File: src/slcf_pkg.sv
// ----------------------------------------------------------------------------
// slcf_pkg: shared definitions for the same-length complex FIR
// Default parameter values, fixed field widths, command codes, the controller
// state type and the command bundle from controller to datapath.
// ----------------------------------------------------------------------------
package slcf_pkg;

  localparam int MAX_TAPS_DEF    = 32;
  localparam int SAMPLE_BITS_DEF = 16;

  // Fixed widths of the configuration register and the tap index field.
  localparam int CFG_BITS       = 6;
  localparam int TAP_INDEX_BITS = 5;

  // Input word kinds.
  localparam logic CMD_TAP    = 1'b0;
  localparam logic CMD_SAMPLE = 1'b1;

  typedef enum logic [5:0] {
    S_IDLE  = 6'b000001,
    S_CHECK = 6'b000010,
    S_MAC   = 6'b000100,
    S_DRAIN = 6'b001000,
    S_PUSH  = 6'b010000,
    S_NEXT  = 6'b100000
  } slcf_state_t;

  typedef struct packed {
    logic tap_we;     // write the input word into the tap store
    logic shift;      // shift the sample history by one
    logic shift_zero; // the shifted-in value is zero (tail flush)
    logic clear;      // zero the whole history at block end
    logic mac_issue;  // one multiply-accumulate step enters the pipeline
    logic mac_first;  // this step starts a new sum
    logic load_out;   // capture the rounded sum in the output register
    logic out_last;   // value of the last flag for the captured result
  } slcf_cmd_t;

endpackage

File: src/slcf_ctrl.sv
// ----------------------------------------------------------------------------
// slcf_ctrl: sequencer of the same-length complex FIR
// Holds the tap count, fill count and flush position, walks the taps of each
// output through the datapath and hands results to the output register.
// ----------------------------------------------------------------------------
module slcf_ctrl import slcf_pkg::*; #(
  parameter int MAX_TAPS = MAX_TAPS_DEF,
  localparam int HW = (MAX_TAPS > 1) ? $clog2(MAX_TAPS) : 1,
  localparam int MW = $clog2(MAX_TAPS + 1)
) (
  input  logic                      clk,
  input  logic                      rst_n,
  input  logic                      cfg_we,
  input  logic [CFG_BITS-1:0]       cfg_wdata,
  input  logic                      in_valid,
  output logic                      in_ready,
  input  logic                      in_cmd,
  input  logic [TAP_INDEX_BITS-1:0] in_tap_index,
  input  logic                      in_block_last,
  output logic                      out_valid,
  input  logic                      out_ready,
  output slcf_cmd_t                 cmd,
  output logic [HW-1:0]             tap_addr,
  output logic [HW-1:0]             hist_idx
);

  localparam int FW = MW;
  localparam int LW = HW;

  slcf_state_t          state_r, state_nxt;
  logic [CFG_BITS-1:0]  tap_count_r;
  logic [FW-1:0]        fill_r, fill_nxt;
  logic [MW-1:0]        m_r, m_nxt;
  logic [LW-1:0]        lag_r, lag_nxt;
  logic [LW-1:0]        j_r, j_nxt;
  logic [HW-1:0]        k_r, k_nxt;
  logic                 last_r, last_nxt;
  logic                 elast_r, elast_nxt;
  logic                 drain_r, drain_nxt;
  logic                 out_valid_r, out_valid_nxt;

  // Taps in use: zero counts as one, anything beyond the store is clipped.
  logic [MW-1:0] m_cur;
  logic [LW-1:0] lag_cur;

  always_comb begin
    if (32'(tap_count_r) > 32'(MAX_TAPS)) begin
      m_cur = MW'(MAX_TAPS);
    end else if (tap_count_r == '0) begin
      m_cur = MW'(1);
    end else begin
      m_cur = MW'(tap_count_r);
    end
    lag_cur = LW'((m_cur - MW'(1)) >> 1);
  end

  logic          out_free;
  logic [FW-1:0] fill_inc;

  assign out_free = !out_valid_r || out_ready;
  assign fill_inc = (32'(fill_r) < 32'(MAX_TAPS)) ? fill_r + FW'(1) : fill_r;

  always_comb begin
    state_nxt = state_r;
    fill_nxt  = fill_r;
    m_nxt     = m_r;
    lag_nxt   = lag_r;
    j_nxt     = j_r;
    k_nxt     = k_r;
    last_nxt  = last_r;
    elast_nxt = elast_r;
    drain_nxt = drain_r;
    cmd       = '0;
    in_ready  = 1'b0;
    tap_addr  = k_r;
    hist_idx  = HW'(m_r - MW'(1) - MW'(k_r));

    case (state_r)
      S_IDLE: begin
        in_ready = 1'b1;
        if (in_valid) begin
          if (in_cmd == CMD_TAP) begin
            cmd.tap_we = (32'(in_tap_index) < 32'(MAX_TAPS));
          end else begin
            cmd.shift = 1'b1;
            fill_nxt  = fill_inc;
            m_nxt     = m_cur;
            lag_nxt   = lag_cur;
            last_nxt  = in_block_last;
            elast_nxt = in_block_last && (lag_cur == '0);
            j_nxt     = '0;
            state_nxt = S_CHECK;
          end
        end
      end
      S_CHECK: begin
        if (fill_r > FW'(lag_r)) begin
          k_nxt     = '0;
          state_nxt = S_MAC;
        end else begin
          state_nxt = S_NEXT;
        end
      end
      S_MAC: begin
        cmd.mac_issue = 1'b1;
        cmd.mac_first = (k_r == '0);
        if (MW'(k_r) == m_r - MW'(1)) begin
          drain_nxt = 1'b0;
          state_nxt = S_DRAIN;
        end else begin
          k_nxt = k_r + HW'(1);
        end
      end
      S_DRAIN: begin
        drain_nxt = 1'b1;
        if (drain_r) begin
          state_nxt = S_PUSH;
        end
      end
      S_PUSH: begin
        if (out_free) begin
          cmd.load_out = 1'b1;
          cmd.out_last = elast_r;
          state_nxt    = S_NEXT;
        end
      end
      S_NEXT: begin
        if (last_r && (j_r < lag_r)) begin
          cmd.shift      = 1'b1;
          cmd.shift_zero = 1'b1;
          fill_nxt       = fill_inc;
          elast_nxt      = ((LW + 1)'(j_r) + (LW + 1)'(1) == (LW + 1)'(lag_r));
          j_nxt          = j_r + LW'(1);
          state_nxt      = S_CHECK;
        end else begin
          if (last_r) begin
            cmd.clear = 1'b1;
            fill_nxt  = '0;
          end
          state_nxt = S_IDLE;
        end
      end
      default: begin
        state_nxt = S_IDLE;
      end
    endcase
  end

  always_comb begin
    if (cmd.load_out) begin
      out_valid_nxt = 1'b1;
    end else if (out_ready) begin
      out_valid_nxt = 1'b0;
    end else begin
      out_valid_nxt = out_valid_r;
    end
  end

  always_ff @(posedge clk) begin
    if (!rst_n) begin
      state_r     <= S_IDLE;
      tap_count_r <= CFG_BITS'(1);
      fill_r      <= '0;
      m_r         <= MW'(1);
      lag_r       <= '0;
      j_r         <= '0;
      k_r         <= '0;
      last_r      <= 1'b0;
      elast_r     <= 1'b0;
      drain_r     <= 1'b0;
      out_valid_r <= 1'b0;
    end else begin
      state_r     <= state_nxt;
      fill_r      <= fill_nxt;
      m_r         <= m_nxt;
      lag_r       <= lag_nxt;
      j_r         <= j_nxt;
      k_r         <= k_nxt;
      last_r      <= last_nxt;
      elast_r     <= elast_nxt;
      drain_r     <= drain_nxt;
      out_valid_r <= out_valid_nxt;
      if (cfg_we) begin
        tap_count_r <= cfg_wdata;
      end
    end
  end

  assign out_valid = out_valid_r;

`ifndef NO_ASSERTIONS
  a_fill_bound: assert property (@(posedge clk) disable iff (!rst_n)
    32'(fill_r) <= 32'(MAX_TAPS))
    else $error("fill count beyond history depth");

  a_load_free: assert property (@(posedge clk) disable iff (!rst_n)
    cmd.load_out |-> (!out_valid_r || out_ready))
    else $error("result loaded over an untaken word");

  a_mac_range: assert property (@(posedge clk) disable iff (!rst_n)
    (state_r == S_MAC) |-> ((MW'(k_r) < m_r) && (fill_r > FW'(lag_r))))
    else $error("tap step outside the filter or before enough samples");

  a_mac_to_push: assert property (@(posedge clk) disable iff (!rst_n)
    (state_r == S_MAC && state_nxt == S_DRAIN) |=> ##1 (state_r == S_DRAIN))
    else $error("accumulator drain shorter than pipeline");
`endif

endmodule

File: config.mk
export PLATFORM = sky130hd
export DESIGN_NAME = slcf_ctrl
export DESIGN_NICKNAME = d
export VERILOG_FILES = /design/src/slcf_pkg.sv /design/src/slcf_ctrl.sv
export SDC_FILE = /design/constraint.sdc
export NUM_CORES = 1
export LEC_CHECK = 0
export ABC_CLOCK_PERIOD_IN_PS = 3800
export BUFFER_PORTS_ARGS = -buffer_cell sky130_fd_sc_hd__buf_2
export CORE_ASPECT_RATIO = 0.5
export CORE_MARGIN = 1.5
export CORE_UTILIZATION = 40
export CTS_CLUSTER_DIAMETER = 120
export DETAILED_ROUTE_END_ITERATION = 8
export PLACE_DENSITY_LB_ADDON = 0.15
export SETUP_SLACK_MARGIN = 0.02
export SLEW_MARGIN = 20
export SYNTH_ARGS = -nofsm -noshare
export SYNTH_HDL_FRONTEND = slang
export SYNTH_SLANG_ARGS = --single-unit
File: constraint.sdc
create_clock -name clk -period 3.8 [get_ports clk]
set_input_delay 1.14 -clock clk [delete_from_list [all_inputs] [get_ports clk]]
set_output_delay 1.14 -clock clk [all_outputs]
set_load 0.02 [all_outputs]
; ---- After elaboration in Yosys (flattened, before gate mapping)
; Index checks and enable logic that the tools add are counted.
[word_totals]
register_bits = 43
latch_bits = 0
ramBits = 0
romBits = 0
input_bits = 18
out_inout_bits = 20
elab_cells = 100
mem_count = 0
[op_classes]
add_sub_neg = 7
multipliers = 0
div = 0
n_lt_le_gt_ge = 4
eq_ne = 17
shifts = 0
muxes = 44
bitwise = 0
reduce_logical = 17
[op_table]
columns = op, n
row1 = $mux 6, 13
row2 = $pmux 6 s6, 1
row3 = $mux 5, 5
row4 = $pmux 5 s2, 2
row5 = $ne 2x2->1 const B, 8
row6 = $mux 2, 7
row7 = $mux 1, 12
row8 = $pmux 6 s2, 1
row9 = $sub 6x1->6 const B, 2
row10 = $add 5x1->5 const B, 2
row11 = $logic_not 5->1, 2
row12 = $reduce_and 4->1, 2
row13 = $reduce_bool 2->1, 4
row14 = $add 5x1->6 const B, 1
row15 = $add 6x1->6 const B, 1
row16 = $eq 5x6->1, 1
row17 = $eq 6x1->1 const B, 1
row18 = $eq 6x2->1 const B, 1
row19 = $eq 6x3->1 const B, 1
row20 = $eq 6x4->1 const B, 1
row21 = $eq 6x5->1, 1
row22 = $eq 6x5->1 const B, 1
row23 = $eq 6x6->1 const B, 1
row24 = $gt 6x5->1, 1
row25 = other kinds (13), 17

; ---- Depth between registers and ports, before layout
[logic_depth]
ltp_word = 9
mapped_depth = 9
ltp_nobuf = 8

; ---- Worst setup path after synthesis
; No wires, ideal clock.
[synth_timing]
path_type = input-to-output
start = input port in_cmd
end = output port cmd[6] (netlist name)
arrival_ns = 1.856
required_time_ns = 2.660
slack_ns = 0.804
path_stages = 3
n_path_buf = 1
path_cell_list = nand4_1 -> clkbuf_1 -> nand2_1
[synth_lines]
columns = element, line
row1 = "start, declared", slcf_ctrl.sv:17  ; input logic in_cmd,
row2 = "end, declared", slcf_ctrl.sv:22  ; output slcf_cmd_t cmd,

==> summary by stage <==
Synthesis
The xor and xnor area share after synthesis is 6.33%. Of the total synthesized cell area, the portion taken by AND, OR, NAND and NOR gates is 24.4%. The mapped netlist covers 2630 µm². The dominant synthesized flop cell is dfxtp_1. When the netlist entered floorplanning its net count stood at 358. The combinational family with the most area after synthesis is simple AND/OR/NAND/NOR gates. Synthesis inferred 43 register bits. The portion of synthesized area spent on multiplexers is 3.14%. Sorting the synthesized cells by area gives the leading types as dfxtp_1 (33%), ha_1 (9.5%), a21oi_1 (5.0%).

The share of synthesized area occupied by flip-flops and latches is 32.8%. The number of enable-type register cells in the synthesized netlist is 0. Sorting the synthesized cells by how often they occur yields dfxtp_1 (43), nand2_1 (31), a21oi_1 (26), nor2_1 (26), inv_1 (22).

After synthesis, the mean cell area works out to 8.24 µm². Of all flip-flops after synthesis, the portion carrying an async set or reset was 0%. Yosys instantiated no cell more often than dfxtp_1.

The gate count of the mapped netlist is 319. The synthesized-area fraction occupied by adder cells is 10.3%. The netlist uses 54 different library cells.

The number of warnings reported in the yosys synthesis log is 0. The top-area cell type share of the netlist area is 32.8%. Summing the areas of all compound-gate instances in the mapped netlist gives 18.0% of the synthesized area.

dfxtp_1 takes more of the synthesized area than any other cell.

Clock network
Clock-pin slew was measured on the worst setup and hold paths at 60 ps. The clock passes through at most 2 buffers. The cell at the root of the clock tree is clkbuf_16. For this design, the sink count on the clock tree is 43.

The clock latency reported for the late side of the worst-skew pair is 280 ps. The number of buffers added for setup after CTS is 0. The count of cells resized by post-cts repair is 0. TritonCTS built the clock tree. The H-tree was split into 2 levels.

The number of hold-repair buffers added at the cts stage is 0. In this run, CTS created clock tree buffers numbering 5.

Placement
The HPWL after detailed placement is 4790 µm. Routability-driven placement finished with a final weighted congestion of 0.846. Port buffering added 32 buffers.

Setup path
The delay contributed by the slowest stage of the critical path is 580 ps. The required time of the critical path is 2660 ps. Of all nets on the critical path, the largest fanout is 9.

STA classifies the critical path endpoint as an output pin. STA classifies the critical path startpoint as a flip-flop. The critical path's most frequent cell is inv_1.

The slowest stage cell on the critical path is or4_1. The path type of the worst setup path is reg2out. The setup check on the worst reg-to-reg path leaves a slack of 1210 ps.

At the worst endpoint, the arrival time is 2470 ps. Walking the worst path, the cells encountered are inv_1, ha_1, nor2b_1, o2111a_1, or4_1, inv_1, buf_2.

STA
The total count of hold-check failures in the final report came to 0. The final critical delay including setup and external delays is 3610 ps. At the pin with the least slew margin, the transition time is 825 ps. The share of the clock period used by the worst path is 95.0%. The timing-limited maximum frequency is 0.277 GHz. After routing, the total negative slack on setup checks comes to 0 ps. The number of max-slew violations in the final report is 0.

Final hold analysis gives a worst-case slack of 474 ps. The count of final setup violators is 0. The final setup skew is 8.78 ps. The tightest slew margin relative to the limit is 44.8%.

Setup repair after global routing left no endpoint under its margin.

Power and ir drop
VDD sags by at most 0.173 mV. The static leakage is 0.00122 µW. Power spread over the standard cell area amounts to 399 nW/µm².

Status
The run finished with clean final reports.

Drt
Dividing the detail-routed wire length by the instance count gives 14.5 µm. The DRC violation count after routing is 0. In the routed layout, each cell is associated on average with a via count of 5.47. The overall via count from detail_route is 2403. The first detailed-routing pass ran for 4 iterations. The violation count after the first detailed-route iteration is 113.

The aggregate routed wire length is 6350 µm. The remaining number of nets flagged by the antenna check after routing is 0.

Layout
The number of nets in the final layout is 389. The number of antenna diodes in the final layout is 0. Of the cells placed in the final design, the portion with a size suffix greater than 1 is 14.5%. Relative to the synthesized area, the layout overhead comes to 15.3%.

The filler cells instantiated in the layout total 646.

Global routing
The overall global routing resource usage is 19.0%. The global-route wire length before repair is 10600 µm. The initial antenna violation count was 0. The total global routing overflow is 0. The via count of the first global-routing pass was 2222.

The largest net degree at the start of global routing is 29.

Die
After floorplanning, the core was divided into 20 placement rows. The die height is 60.3 µm. 38 I/O pins were placed. The die covers 7090 µm². The area of the placeable core is 6210 µm². The die span in x is 118 µm. For this configuration, the core starts out at a cell density of 42.3%.

Min path
The path class of the lowest-slack min-delay path is reg2reg.

Job
Max-cap violations in this run came to 0.
==> metrics by stage <==
step	area, µm²	cells	worst slack (ps)	util (%)	power (µW)
final	3030	439	191	48.8	1210
after global routing	3030	439	78.2	48.8	1280
after CTS	3030	439	193	48.8	1220
after detailed placement	2870	431	508	46.3	767
after global placement	2870	431	543	46.3	758
after floorplan	2630	319	804	-	695
==> flip-flops by register name (all words and copies together), names as in the netlist, 5 cells and up <==
| register | flops |
|---|---|
| fill_r | 6 |
| state_r | 6 |
| tap_count_r | 6 |
| m_r | 6 |
| tap_addr | 5 |
| j_r | 5 |
| lag_r | 5 |
==> critical path, delay by kind of cell (launching register included) <==
family                     cells  cell delay, ps
AOI/OAI and AO/OA              1             250
DFF                            1             390
and+or+nand+nor                2             710
adders and majority gates      1             290
buffers and inverters          3             530
==> layout by cell type, fill, tap and decap left out, drive strengths merged, types with 7 or more instances in the layout <==
cell type / instances
dfxtp: 43
buf: 35
nand2: 31
nor2: 26
a21oi: 26
inv: 23
ha: 20
xnor2: 14
nand3: 12
nor2b: 10
o21ai: 10
clkbuf: 8
nand4: 7
==> layout make-up <==
type | instances | area [µm²] | area share (%)
Inverter | 23 | 86.3 | 2.85
Clock buffer | 8 | 156 | 5.16
Multi-Input combinational cell | 242 | 1630 | 53.9
Tap cell | 88 | 110 | 3.63
Timing Repair Buffer | 35 | 183 | 6.03
Sequential cell | 43 | 861 | 28.4
==> power by group <==
part	total (µW)	switching (µW)	internal, µW
Combinational	266	158	108
Clock	450	170	280
Sequential	495	24.4	471
==> kinds of logic after synthesis <==
kind of cell | after synthesis
AOI/OAI and AO/OA | 73
xor gates and xnor gates | 19
adders and majority gates | 21
buffers and inverters | 34
DFF | 43
muxes | 8
and+or+nand+nor | 121
==> metal layers <==
| layer | up-vias | track usage, % | part of all wire [%] |
|---|---|---|---|
| met4 | 0 | 4.18 | 0.76 |
| li1 | 1199 | - | - |
| met2 | 60 | 32.2 | 45 |
| met1 | 1132 | 25.4 | 50 |
| met3 | 12 | 4.20 | 4.2 |
| met5 | - | 0 | 0 |
==> path summary, 6_finish.rpt <==
kind,start,end,depth (start not counted)
worst min-delay path,m_r[5],m_r[5],2
worst max-delay path,lag_r[1],cmd[5],7
worst min register to register,m_r[5],m_r[5],2
worst max register to register,m_r[0],state_r[0],7
Power figures use the tool's default switching activity.
